<file path="src/design/cht_pkg.sv">
// Shared types, codes and helper functions for the cookie header tokenizer.
package cht_pkg;

	// Scanner states
	typedef enum logic [2:0] {
		ST_IDLE    = 3'd0,
		ST_NAME    = 3'd1,
		ST_EQ      = 3'd2,
		ST_VAL0    = 3'd3,
		ST_VAL     = 3'd4,
		ST_WAITSEM = 3'd5,
		ST_QVAL    = 3'd6,
		ST_QEND    = 3'd7
	} scan_t;

	// Result event codes
	typedef enum logic [2:0] {
		EV_SKIP  = 3'd0,
		EV_NAME  = 3'd1,
		EV_VALUE = 3'd2,
		EV_PAIR  = 3'd3,
		EV_ERROR = 3'd4
	} ev_t;

	// Prefix matcher: 0..6 characters of "Secure" seen, or no match possible
	localparam logic [2:0] MATCH_FULL = 3'd6;
	localparam logic [2:0] MATCH_NONE = 3'd7;

	localparam logic [7:0] CH_DOLLAR = 8'h24;
	localparam logic [7:0] CH_EQ     = 8'h3D;
	localparam logic [7:0] CH_SEMI   = 8'h3B;
	localparam logic [7:0] CH_QUOTE  = 8'h22;
	localparam logic [7:0] CH_SPACE  = 8'h20;
	localparam logic [7:0] CH_TAB    = 8'h09;
	localparam logic [7:0] CH_CR     = 8'h0D;

	// Result queue geometry
	localparam int RQ_DEPTH = 4;
	localparam int RQ_AW    = $clog2(RQ_DEPTH);

	// One result item
	typedef struct packed {
		ev_t        event_res;
		logic [7:0] char_out;
		logic       is_attr;
		logic       is_secure;
		logic       run_last;
	} res_t;

	// Up to two results from one byte
	typedef struct packed {
		logic two;
		res_t r0;
		res_t r1;
	} scan_res_t;

	// Scanner status for observation
	typedef struct packed {
		scan_t state;
		logic  error_hold;
	} scan_stat_t;

	// C-locale whitespace
	function automatic logic is_ws(input logic [7:0] c);
		return (c == CH_SPACE) || ((c >= CH_TAB) && (c <= CH_CR));
	endfunction

	// Advance the "Secure" prefix matcher by one character
	function automatic logic [2:0] match_next(input logic [2:0] m, input logic [7:0] c);
		logic hit;
		case (m)
			3'd0: hit = (c == 8'h53);
			3'd1: hit = (c == 8'h65);
			3'd2: hit = (c == 8'h63);
			3'd3: hit = (c == 8'h75);
			3'd4: hit = (c == 8'h72);
			3'd5: hit = (c == 8'h65);
			default: hit = 1'b0;
		endcase
		return hit ? (m + 3'd1) : MATCH_NONE;
	endfunction

endpackage

</file>
<file path="src/design/cht_in_if.sv">
// Header byte channel: valid/ready handshake with one byte and an end flag.
interface cht_in_if;
	logic       valid;
	logic       ready;
	logic [7:0] ch;
	logic       header_end;

	modport source(output valid, ch, header_end, input ready);
	modport sink(input valid, ch, header_end, output ready);
endinterface

</file>
<file path="src/design/cht_out_if.sv">
// Token result channel: valid/ready handshake with one result item.
interface cht_out_if;
	logic          valid;
	logic          ready;
	cht_pkg::res_t data;

	modport source(output valid, data, input ready);
	modport sink(input valid, data, output ready);
endinterface

</file>
<file path="src/design/cht_scan.sv">
// Cookie header scanner: state registers and per-byte result logic.
module cht_scan (
	input  logic                   clk,
	input  logic                   arst_n,
	input  logic                   take,
	input  logic [7:0]             ch,
	input  logic                   last,
	output cht_pkg::scan_res_t     res,
	output cht_pkg::scan_stat_t    stat
);
	import cht_pkg::*;

	scan_t      state_q, state_n;
	logic       attr_q, attr_n;
	logic [2:0] match_q, match_n;
	logic       err_q, err_n;

	// Hold scanner state; advance only on a taken byte
	always_ff @(posedge clk or negedge arst_n) begin
		if (!arst_n) begin
			state_q <= ST_IDLE;
			attr_q  <= 1'b0;
			match_q <= 3'd0;
			err_q   <= 1'b0;
		end else if (take) begin
			state_q <= state_n;
			attr_q  <= attr_n;
			match_q <= match_n;
			err_q   <= err_n;
		end
	end

	// Next state and results
	always_comb begin
		logic ws;
		logic secure;
		res_t r0;
		res_t r1;
		logic two;

		ws     = is_ws(ch);
		secure = (match_q == MATCH_FULL);
		state_n = state_q;
		attr_n  = attr_q;
		match_n = match_q;
		err_n   = err_q;
		r0 = '{event_res: EV_SKIP, char_out: 8'd0, is_attr: 1'b0, is_secure: 1'b0,
			run_last: 1'b0};
		r1 = r0;
		two = 1'b0;

		if (!err_q) begin
			case (state_q)
				ST_IDLE: begin
					if (ch == CH_DOLLAR) begin
						attr_n  = 1'b1;
						match_n = 3'd0;
						state_n = ST_NAME;
					end else if (!ws) begin
						attr_n  = 1'b0;
						match_n = match_next(3'd0, ch);
						state_n = ST_NAME;
						r0.event_res = EV_NAME;
						r0.char_out  = ch;
					end
				end
				ST_NAME: begin
					if (ws) begin
						state_n = secure ? ST_WAITSEM : ST_EQ;
					end else if (ch == CH_EQ) begin
						state_n = secure ? ST_WAITSEM : ST_VAL0;
					end else if (ch == CH_SEMI && secure) begin
						state_n = ST_WAITSEM;
					end else begin
						match_n = match_next(match_q, ch);
						r0.event_res = EV_NAME;
						r0.char_out  = ch;
					end
				end
				ST_EQ: begin
					if (ch == CH_EQ) begin
						state_n = ST_VAL0;
					end else if (!ws) begin
						err_n = 1'b1;
						r0.event_res = EV_ERROR;
					end
				end
				ST_VAL0: begin
					if (ch == CH_QUOTE) begin
						state_n = ST_QVAL;
					end else if (!ws) begin
						state_n = ST_VAL;
						r0.event_res = EV_VALUE;
						r0.char_out  = ch;
					end
				end
				ST_VAL: begin
					if (ch == CH_SEMI) begin
						state_n = ST_IDLE;
						r0.event_res = EV_PAIR;
						r0.is_attr   = attr_q;
						r0.is_secure = secure;
					end else begin
						r0.event_res = EV_VALUE;
						r0.char_out  = ch;
					end
				end
				ST_WAITSEM, ST_QEND: begin
					if (ch == CH_SEMI) begin
						state_n = ST_IDLE;
						r0.event_res = EV_PAIR;
						r0.is_attr   = attr_q;
						r0.is_secure = secure;
					end else if (!ws) begin
						err_n = 1'b1;
						r0.event_res = EV_ERROR;
					end
				end
				ST_QVAL: begin
					if (ch == CH_QUOTE) begin
						state_n = ST_QEND;
					end else begin
						r0.event_res = EV_VALUE;
						r0.char_out  = ch;
					end
				end
				default: begin
					state_n = state_q;
				end
			endcase
		end

		// Close the header: pending pair or error, then back to reset values
		if (last) begin
			if (!err_n) begin
				if (state_n == ST_QEND || state_n == ST_VAL || state_n == ST_VAL0) begin
					r1.event_res = EV_PAIR;
					r1.is_attr   = attr_n;
					r1.is_secure = (match_n == MATCH_FULL);
					two = 1'b1;
				end else if (state_n != ST_IDLE) begin
					r1.event_res = EV_ERROR;
					two = 1'b1;
				end
			end
			state_n = ST_IDLE;
			attr_n  = 1'b0;
			match_n = 3'd0;
			err_n   = 1'b0;
		end

		// Mark the last result of this byte
		if (two) begin
			r1.run_last = 1'b1;
		end else begin
			r0.run_last = 1'b1;
		end

		res.two = two;
		res.r0  = r0;
		res.r1  = r1;
	end

	assign stat.state      = state_q;
	assign stat.error_hold = err_q;

endmodule

</file>
<file path="src/design/cht_res_fifo.sv">
// Result queue: takes one or two results per cycle, hands out one per transfer.
module cht_res_fifo (
	input  logic                        clk,
	input  logic                        arst_n,
	input  logic                        push,
	input  cht_pkg::scan_res_t          din,
	input  logic                        pop,
	output cht_pkg::res_t               head,
	output logic [cht_pkg::RQ_AW:0]     level
);
	import cht_pkg::*;

	res_t             mem [RQ_DEPTH];
	logic [RQ_AW-1:0] wr_q, rd_q;
	logic [RQ_AW:0]   level_q;
	logic [1:0]       n_push;

	assign n_push = push ? (din.two ? 2'd2 : 2'd1) : 2'd0;

	// Write the byte's results
	always_ff @(posedge clk) begin
		if (push) begin
			mem[wr_q] <= din.r0;
			if (din.two) begin
				mem[wr_q + RQ_AW'(1)] <= din.r1;
			end
		end
	end

	// Advance pointers and fill level
	always_ff @(posedge clk or negedge arst_n) begin
		if (!arst_n) begin
			wr_q    <= '0;
			rd_q    <= '0;
			level_q <= '0;
		end else begin
			wr_q    <= wr_q + RQ_AW'(n_push);
			rd_q    <= rd_q + RQ_AW'(pop);
			level_q <= level_q + (RQ_AW+1)'(n_push) - (RQ_AW+1)'(pop);
		end
	end

	assign head  = mem[rd_q];
	assign level = level_q;

endmodule

</file>
<file path="src/design/cookie_header_tokenizer_top.sv">
// Top level of the cookie header tokenizer: input register, scanner, result queue.
//
// Takes one Cookie header byte per transfer and sorts it into skip, name
// character, value character, pair done or error, one result per byte, plus
// a second result (pending pair or error) on a byte that ends the header.
// A byte is accepted every cycle as long as results are taken as fast; a
// byte that ends the header with two results occupies the result port with
// them one after the other. A byte passes through the input register and
// then the four-entry result queue before its first result, and the queue's
// single read port sets the output rate at one result per cycle while the
// output is ready. Input ready drops only when the queue has fewer than two free entries.
module cookie_header_tokenizer_top (
	input  logic     clk,
	input  logic     arst_n,
	cht_in_if.sink   hdr,
	cht_out_if.source tok
);
	import cht_pkg::*;

	logic             valid_s1;
	logic [7:0]       ch_s1;
	logic             last_s1;
	logic             room;
	logic             take;
	logic             pop;
	logic             accept;
	scan_res_t        sres;
	scan_stat_t       stat;
	logic [RQ_AW:0]   level;

	assign room   = (level <= (RQ_AW+1)'(RQ_DEPTH - 2));
	assign take   = valid_s1 && room;
	assign accept = hdr.valid && hdr.ready;
	assign pop    = tok.valid && tok.ready;

	assign hdr.ready = !valid_s1 || take;

	// Hold the input byte until the scanner takes it
	always_ff @(posedge clk or negedge arst_n) begin
		if (!arst_n) begin
			valid_s1 <= 1'b0;
		end else if (accept) begin
			valid_s1 <= 1'b1;
		end else if (take) begin
			valid_s1 <= 1'b0;
		end
	end

	always_ff @(posedge clk) begin
		if (accept) begin
			ch_s1   <= hdr.ch;
			last_s1 <= hdr.header_end;
		end
	end

	cht_scan u_scan (
		.clk    (clk),
		.arst_n (arst_n),
		.take   (take),
		.ch     (ch_s1),
		.last   (last_s1),
		.res    (sres),
		.stat   (stat)
	);

	cht_res_fifo u_fifo (
		.clk    (clk),
		.arst_n (arst_n),
		.push   (take),
		.din    (sres),
		.pop    (pop),
		.head   (tok.data),
		.level  (level)
	);

	assign tok.valid = (level != '0);

	// Queue never holds more than its depth
	a_level_bound: assert property (@(posedge clk) disable iff (!arst_n)
		level <= (RQ_AW+1)'(RQ_DEPTH))
		else $error("result queue overflow");

	// A byte that ends the header leaves the scanner in its reset state
	a_end_reset: assert property (@(posedge clk) disable iff (!arst_n)
		take && last_s1 |=> (stat.state == ST_IDLE) && !stat.error_hold)
		else $error("scanner not reset after header end");

	// While an error is held the scanner state stays put until the header ends
	a_err_freeze: assert property (@(posedge clk) disable iff (!arst_n)
		stat.error_hold && !(take && last_s1) |=> $stable(stat.state))
		else $error("scanner state moved while error held");

	// A byte with no room in the queue is not taken
	a_no_push_full: assert property (@(posedge clk) disable iff (!arst_n)
		take |-> level <= (RQ_AW+1)'(RQ_DEPTH - 2))
		else $error("byte taken without queue room");

endmodule
</file>
<file path="src/flat_wrapper.sv">
// flat-port wrapper written by rule: the top's interface ports become plain ports
module cookie_header_tokenizer_top_flat import cht_pkg::*;
  (clk, arst_n, hdr_valid, hdr_ch, hdr_header_end, hdr_ready, tok_valid, tok_data, tok_ready);
  cht_in_if hdr_i ();
  cht_out_if tok_i ();
  input  logic clk;
  input  logic arst_n;
  input wire logic [$bits(hdr_i.valid)-1:0] hdr_valid;
  input wire logic [$bits(hdr_i.ch)-1:0] hdr_ch;
  input wire logic [$bits(hdr_i.header_end)-1:0] hdr_header_end;
  output wire logic [$bits(hdr_i.ready)-1:0] hdr_ready;
  output wire logic [$bits(tok_i.valid)-1:0] tok_valid;
  output wire logic [$bits(tok_i.data)-1:0] tok_data;
  input wire logic [$bits(tok_i.ready)-1:0] tok_ready;
  assign hdr_i.valid = hdr_valid;
  assign hdr_i.ch = hdr_ch;
  assign hdr_i.header_end = hdr_header_end;
  assign hdr_ready = hdr_i.ready;
  assign tok_valid = tok_i.valid;
  assign tok_data = tok_i.data;
  assign tok_i.ready = tok_ready;
  cookie_header_tokenizer_top u_core (.clk(clk), .arst_n(arst_n), .hdr(hdr_i), .tok(tok_i));
endmodule
</file>
<file path="config.mk">
export PLATFORM = sky130hd
export DESIGN_NAME = cookie_header_tokenizer_top_flat
export DESIGN_NICKNAME = d
export VERILOG_FILES = /design/src/design/cht_pkg.sv /design/src/design/cht_in_if.sv /design/src/design/cht_out_if.sv /design/src/design/cht_scan.sv /design/src/design/cht_res_fifo.sv /design/src/design/cookie_header_tokenizer_top.sv /design/src/flat_wrapper.sv
export SDC_FILE = /design/constraint.sdc
export NUM_CORES = 1
export LEC_CHECK = 0
export BUFFER_PORTS_ARGS = -buffer_cell sky130_fd_sc_hd__buf_2
export CAP_MARGIN = 10
export CORE_MARGIN = 2
export CORE_UTILIZATION = 26
export CTS_CLUSTER_DIAMETER = 60
export DETAILED_ROUTE_END_ITERATION = 7
export GPL_TIMING_DRIVEN = 0
export HOLD_SLACK_MARGIN = 0.1
export PLACE_DENSITY_LB_ADDON = 0.08
export SLEW_MARGIN = 30
export SYNTH_ARGS = -nofsm -noshare
export SYNTH_HDL_FRONTEND = slang
export SYNTH_HIERARCHICAL = 1
export SYNTH_SLANG_ARGS = --single-unit
export TNS_END_PERCENT = 30
</file>
<file path="constraint.sdc">
create_clock -name clk -period 13.25 [get_ports clk]
set_input_delay 2.65 -clock clk [delete_from_list [all_inputs] [get_ports clk]]
set_output_delay 2.65 -clock clk [all_outputs]
set_load 0.1 [all_outputs]
</file>
==> metrics.md, run 1 <==
| Metric | Value |
|---|---|
| Worst Setup End Kind | `output pin` |
| CP max stage cell | `mux4_2` |
| Peak VDD IR | `0.00007248 V` |
| ANT cells | `0` |
| Initial Util | `26.67%` |
| Initial antenna violation count | `0` |
| PD cells | `252.3 mW/mm²` |
| WHS | `0.4854 ns` |
| Final setup violation count | `0` |
| Die X | `143.0 µm` |
| Vias in the first global route | `3498` |
| Minimum clock period after layout | `4.715 ns` |
| Period utilisation layout | `35.59%` |
| Vias per cell | `4.620` |
| Placed cells | `697` |
| Postcts setup bufs | `0` |
| I/O pin cnt | `29` |
| Starting DRT DRC Count | `162` |
| Final hold violations | `0` |
| Die Ht | `143.0 µm` |
| Cell Area, Synth | `0.005022 mm²` |
| Critical Path Max Stage Delay | `0.56 ns` |
| All-Layer GR Usage | `13.18%` |
| Post-DP HPWL | `8991 µm` |
| Final wirelength | `12580 µm` |
| CORE AREA | `0.01883 mm²` |
| Most frequent cells in the layout | `65 x edfxtp_1, 33 x buf_2, 30 x mux2_2` |
| Post-Syn Area per Cell | `12.56 µm²` |
| Final Cell Area | `0.005858 mm²` |
| Outcome | `finished, final reports clean` |
| Via count | `3294` |
| Worst hold path class | `reg2reg` |
| Worst Tran Pin Value | `0.9816 ns` |
| Clock skew | `0.008366 ns` |
| CTS tree | `yes` |
| Max Slew Vio Count | `0` |
| Row count | `50` |
| Worst Path Max Fanout | `10` |
| CTS root buf | `clkbuf_16` |
| Clock transition at the registers of the reported paths | `0.06 ns` |
| RSZ-0062 raised after global routing | `no` |
| CP Class | `reg2out` |
| Die footprint | `0.02044 mm²` |
| Non-filler instance count after layout | `713` |
| CTS resizes | `0` |
| Worst path arrival time | `2.07 ns` |
| TritonCTS Sinks | `81` |
| Slew headroom | `33.95%` |
| Syn Inst Count | `400` |
| CP top delay family | `buffers and inverters` |
| Max Cap Viol | `0` |
| Hold Buf Count CTS | `0` |
| Largest net degree at the start of global routing | `17` |
| DRC viols | `0` |
| Clock Tree Buf Depth | `2` |
| Top cell by count, worst path | `buf_2` |
| Crit path required time | `10.60 ns` |
| Crit-path cells | `buf_2, buf_4, mux4_2, buf_2` |
| Fraction of layout cells with a size suffix above 1 | `32.01%` |
| Remaining Overflow, GRT | `0` |
| Worst path buffer plus inverter count | `3` |
| Synthesis warning total | `6` |
| Detail Route Antenna Nets | `0` |
| Clock insertion delay at the later pin of the skew report | `0.34 ns` |
| Fmax | `212.1 MHz` |
| Nets | `473` |
| Num CTS Buffers | `9` |
| Drt first pass iters | `4` |
| Most common cell after layout, fill and taps aside | `edfxtp_1` |
| Final GP Congestion | `0.7473` |
| First-pass GRT wire length | `20110 µm` |
| Port Buffers | `28` |
| Synthesis-to-finish area growth | `16.64%` |
| CP startpoint kind | `flop` |
| Pleak | `0.002204 µW` |
| Total negative setup slack | `0 ns` |
| CTS H-tree lvls | `3` |
| Post-DR wirelength/cell | `17.65 µm` |
| # fillers | `1948` |
| Post-placement cell area | `0.005569 mm²` |
-- path summary, 6_finish.rpt --
check,endpoint,depth (start not counted),from,slack [ns]
min in group asynchronous,u_core/u_scan/attr_q,1,arst_n,2.24
max in group asynchronous,u_core/u_scan/state_q[2],1,arst_n,10.72
max reg2reg,u_core/u_fifo/level[2],14,u_core/ch_s1[4],8.91
max,tok_data[2],4,u_core/u_fifo/rd_q[0],8.53
min,u_core/u_scan/err_q,1,u_core/last_s1,0.49
min reg2reg,u_core/u_scan/err_q,1,u_core/last_s1,0.49
-- worst register-to-register path: cells and delay by family (launching register included) --
family / cells / cell delay [ns]
and+or+nand+nor: 4 / 1.39
xor gates and xnor gates: 2 / 0.32
buffers and inverters: 3 / 0.39
AOI/OAI and AO/OA: 3 / 0.93
adders and majority gates: 2 / 0.71
DFF: 1 / 0.51
-- sequential cells by signal, indices dropped and copies added, names as in the netlist --
name,count
u_core/ch_s1,8
u_core/last_s1,1
u_core/u_fifo/level,3
u_core/u_fifo/mem,56
u_core/u_fifo/rd_q,2
u_core/u_fifo/wr_q,2
u_core/u_scan/attr_q,1
u_core/u_scan/err_q,1
u_core/u_scan/match_q,3
u_core/u_scan/state_q,3
u_core/valid_s1,1
-- stage by stage --
step	setup slack [ns]	util, %	total power [µW]
3_3_place_gp	7.305	29.28	1232
5_1_grt	8.391	31.11	1573
6_report	8.535	31.11	1478
3_5_place_dp	8.828	29.57	1250
2_1_floorplan	8.969	-	1070
4_1_cts	8.454	31.11	1505
-- report_power, final --
| part | switching, µW | internal (µW) |
|---|---|---|
| Combinational | 554 | 258 |
| Clock | 102 | 146 |
| Sequential | 41.0 | 377 |
-- layout make-up --
cell class / count / area, µm² / area share, %
Sequential cell: 81 / 2352 / 40.15
Inverter: 19 / 71.32 / 1.217
Tap cell: 260 / 325.3 / 5.553
Timing Repair Buffer: 30 / 170.2 / 2.905
Clock inverter: 5 / 56.30 / 0.9611
Multi-Input combinational cell: 274 / 2429 / 41.46
Buffer: 33 / 221.5 / 3.780
Clock buffer: 11 / 232.7 / 3.973
-- routing by layer --
metal,part of all wire [%],global-route usage [%],wire length [µm],vias up
met5,0,0,0,-
met4,1.4,4.377,180,0
met3,2.6,2.649,330,10
met2,48,21.51,6009,43
met1,48,17.49,6063,1641
li1,-,-,-,1600
(Power assumes the default switching activity.)
==> run 2, diff against run 1 <==
Clock period 13.25 ns to 4.65 ns, I/O delays scaled along.
==> run 2 against run 1 <==
Net effect:
- final area is essentially flat
- largest power group unchanged
- die area is the same
- critical path type is now reg2reg
- critical path depth grew 10
- highest routed layer unchanged
- critical endpoint is now u_core/u_fifo/level[2]
- sequential share of layout area is essentially flat
==> metrics.md, run 2 (synthesis results as in run 1) <==
| Metric | Value |
|---|---|
| Outcome | `finished, final reports clean (unchanged)` |
| CTS tree | `yes (unchanged)` |
| Clock skew | `0.008585 ns (was 0.008366 ns)` |
| Vias in the first global route | `3498 (unchanged)` |
| Die X | `143.0 µm (unchanged)` |
| Worst reg-to-reg path cell count | `14 (unchanged)` |
| I/O pin cnt | `29 (unchanged)` |
| Via count | `3287 (was 3294)` |
| Postcts setup bufs | `0 (unchanged)` |
| Crit path required time | `4.91 ns (was 10.60 ns)` |
| Post-DR wirelength/cell | `17.65 µm (about the same)` |
| CP Class | `reg2reg (was reg2out)` |
| Starting DRT DRC Count | `175 (was 162)` |
| Initial Util | `26.67% (unchanged)` |
| Die footprint | `0.02044 mm² (unchanged)` |
| Pleak | `0.002207 µW (was 0.002204 µW)` |
| DRC viols | `0 (unchanged)` |
| Worst hold path class | `reg2reg (unchanged)` |
| P_sw | `1985 µW (was 696.9 µW)` |
| Worst Path Max Fanout | `9 (was 10)` |
| Initial antenna violation count | `0 (unchanged)` |
| ANT cells | `0 (unchanged)` |
| Most common cell after layout, fill and taps aside | `edfxtp_1 (unchanged)` |
| Biggest register | `u_core/u_fifo/mem (unchanged)` |
| Port Buffers | `28 (unchanged)` |
| All-Layer GR Usage | `13.18% (unchanged)` |
| RSZ-0062 raised after global routing | `no (unchanged)` |
| Hold path depth | `1 (unchanged)` |
| Detail Route Antenna Nets | `0 (unchanged)` |
| Drt first pass iters | `4 (unchanged)` |
| Worst Tran Pin Value | `0.9793 ns (was 0.9816 ns)` |
| CTS root buf | `clkbuf_16 (unchanged)` |
| Min-delay src | `u_core/last_s1 (unchanged)` |
| Reg-to-reg endpoint | `u_core/u_fifo/level[2] (unchanged)` |
| Flop pwr share | `28.3% (about the same)` |
| Vias per cell | `4.610 (was 4.620)` |
| TritonCTS Sinks | `81 (unchanged)` |
| Fmax | `230.3 MHz` |
| Max Slew Vio Count | `0 (unchanged)` |
| Post-DP HPWL | `8991 µm (unchanged)` |
| Worst Setup End Kind | `flop (was output pin)` |
| Sw Share | `47.14% (was 47.15%)` |
| Final hold violations | `0 (unchanged)` |
| First-pass GRT wire length | `20110 µm (unchanged)` |
| Combinational share of power | `55.0% (about the same)` |
| Placed cells | `697 (unchanged)` |
| Final wirelength | `12590 µm (was 12580 µm)` |
| Clock Tree Buf Depth | `2 (unchanged)` |
| CTS H-tree lvls | `3 (unchanged)` |
| Final GP Congestion | `0.7473 (unchanged)` |
| Largest regs | `u_core/u_fifo/mem (56), u_core/ch_s1 (8) (unchanged)` |
| CP startpoint kind | `flop (unchanged)` |
| Clock insertion delay at the later pin of the skew report | `0.34 ns (about the same)` |
| Max FFs per register | `56 (unchanged)` |
| Period utilisation layout | `93.39%` |
| Synthesis-to-finish area growth | `16.67% (was 16.64%)` |
| Worst Hold Path EP | `u_core/u_scan/err_q (unchanged)` |
| Clock power frac | `16.8% (was 16.7%)` |
| Row count | `50 (unchanged)` |
| Slew headroom | `34.11% (was 33.95%)` |
| Max Cap Viol | `0 (unchanged)` |
| Most frequent cells in the layout | `65 x edfxtp_1, 33 x buf_2, 30 x mux2_2 (unchanged)` |
| Largest net degree at the start of global routing | `17 (unchanged)` |
| Worst path arrival time | `4.60 ns (was 2.07 ns)` |
| Die Ht | `143.0 µm (unchanged)` |
| Num CTS Buffers | `9 (unchanged)` |
| # fillers | `1951 (was 1948)` |
| Remaining Overflow, GRT | `0 (unchanged)` |
| Nets | `473 (unchanged)` |
| Critical Path Source | `u_core/ch_s1[4] (was u_core/u_fifo/rd_q[0])` |
| Final setup violation count | `0 (unchanged)` |
| Reg2Reg Launch Point | `u_core/ch_s1[4] (unchanged)` |
| Minimum clock period after layout | `4.343 ns` |
| Fraction of layout cells with a size suffix above 1 | `32.23% (was 32.01%)` |
| Non-filler instance count after layout | `713 (unchanged)` |
| PD cells | `718.8 mW/mm² (was 252.3 mW/mm²)` |
| Peak VDD IR | `0.0002065 V (was 0.00007248 V)` |
| FF-to-FF setup slack | `0.31 ns (was 8.91 ns)` |
| Int Pwr | `2226 µW (was 781.1 µW)` |
| Total negative setup slack | `0 ns (unchanged)` |
| Clock transition at the registers of the reported paths | `0.06 ns (about the same)` |
| CORE AREA | `0.01883 mm² (unchanged)` |
## run 2: layout make-up
class                      instances  area (µm²)  area share, %
multi-input combinational        274        2429          41.45
sequential                        81        2352          40.15
tap                              260       325.3          5.552
clock buffer                      11       232.7          3.972
buffer                            33       222.7          3.801
timing repair buffer              30       170.2          2.904
inverter                          19       71.32          1.217
clock inverter                     5       56.30         0.9609
## run 2: worst max-delay path by stage
stage,to
global placement,u_core/u_fifo/mem[2][8]
detailed placement,u_core/u_fifo/mem[0][8]
floorplan,u_core/u_fifo/mem[2][0]
CTS,u_core/u_fifo/mem[0][13]
global route,u_core/u_fifo/level[2]
finish,u_core/u_fifo/level[2]
## run 2: what timing repair did
action	in CTS	in global routing
endpoints found under the setup margin	0	25
hold buffers	0	0
gates resized for setup	0	2
hold endpoints to repair	0	0
## run 2: layer usage
| metal | part of all wire (%) | vias to the layer above | track usage [%] |
|---|---|---|---|
| li1 | - | 1602 | - |
| met1 | 48 | 1625 | 17.49 |
| met2 | 48 | 50 | 21.51 |
| met3 | 2.9 | 10 | 2.649 |
| met4 | 1.4 | 0 | 4.377 |
| met5 | 0 | - | 0 |
## run 2: worst max-delay path, stage by stage (launching register included)
cell      delay, ns
edfxtp_1       0.51
or3_1          0.46
or3_4          0.42
or4_1          0.41
o2111a_1       0.15
o311a_4        0.35
a31oi_1        0.43
buf_4          0.20
buf_6          0.14
nand2_1        0.10
ha_1           0.28
inv_1          0.05
fa_1           0.43
xnor2_1        0.18
xnor2_1        0.14
## run 2: through the flow
step / power, µW / utilization, % / worst slack (ns) / cell area, µm² / hold slack (ns)
finish: 4212 / 31.12 / 0.3072 / 5859 / 0.4854
global route: 4481 / 31.12 / 0.05893 / 5859 / 0.5146
CTS: 4289 / 31.11 / 0.2825 / 5858 / 0.4919
floorplan: 3049 / - / 0.3688 / 5049 / 0.4448
detailed placement: 3561 / 29.57 / 0.3064 / 5569 / 0.4835
global placement: 3511 / 29.28 / -1.295 / 5514 / 0.4771
## run 2: power groups by stage
stage	combinational, µW	sequential [µW]	clock (µW)
after floorplan	1880	1170	0
after global placement	2300	1210	0
after detailed placement	2350	1210	0
after CTS	2360	1200	736
after global routing	2500	1220	763
final	2310	1190	706
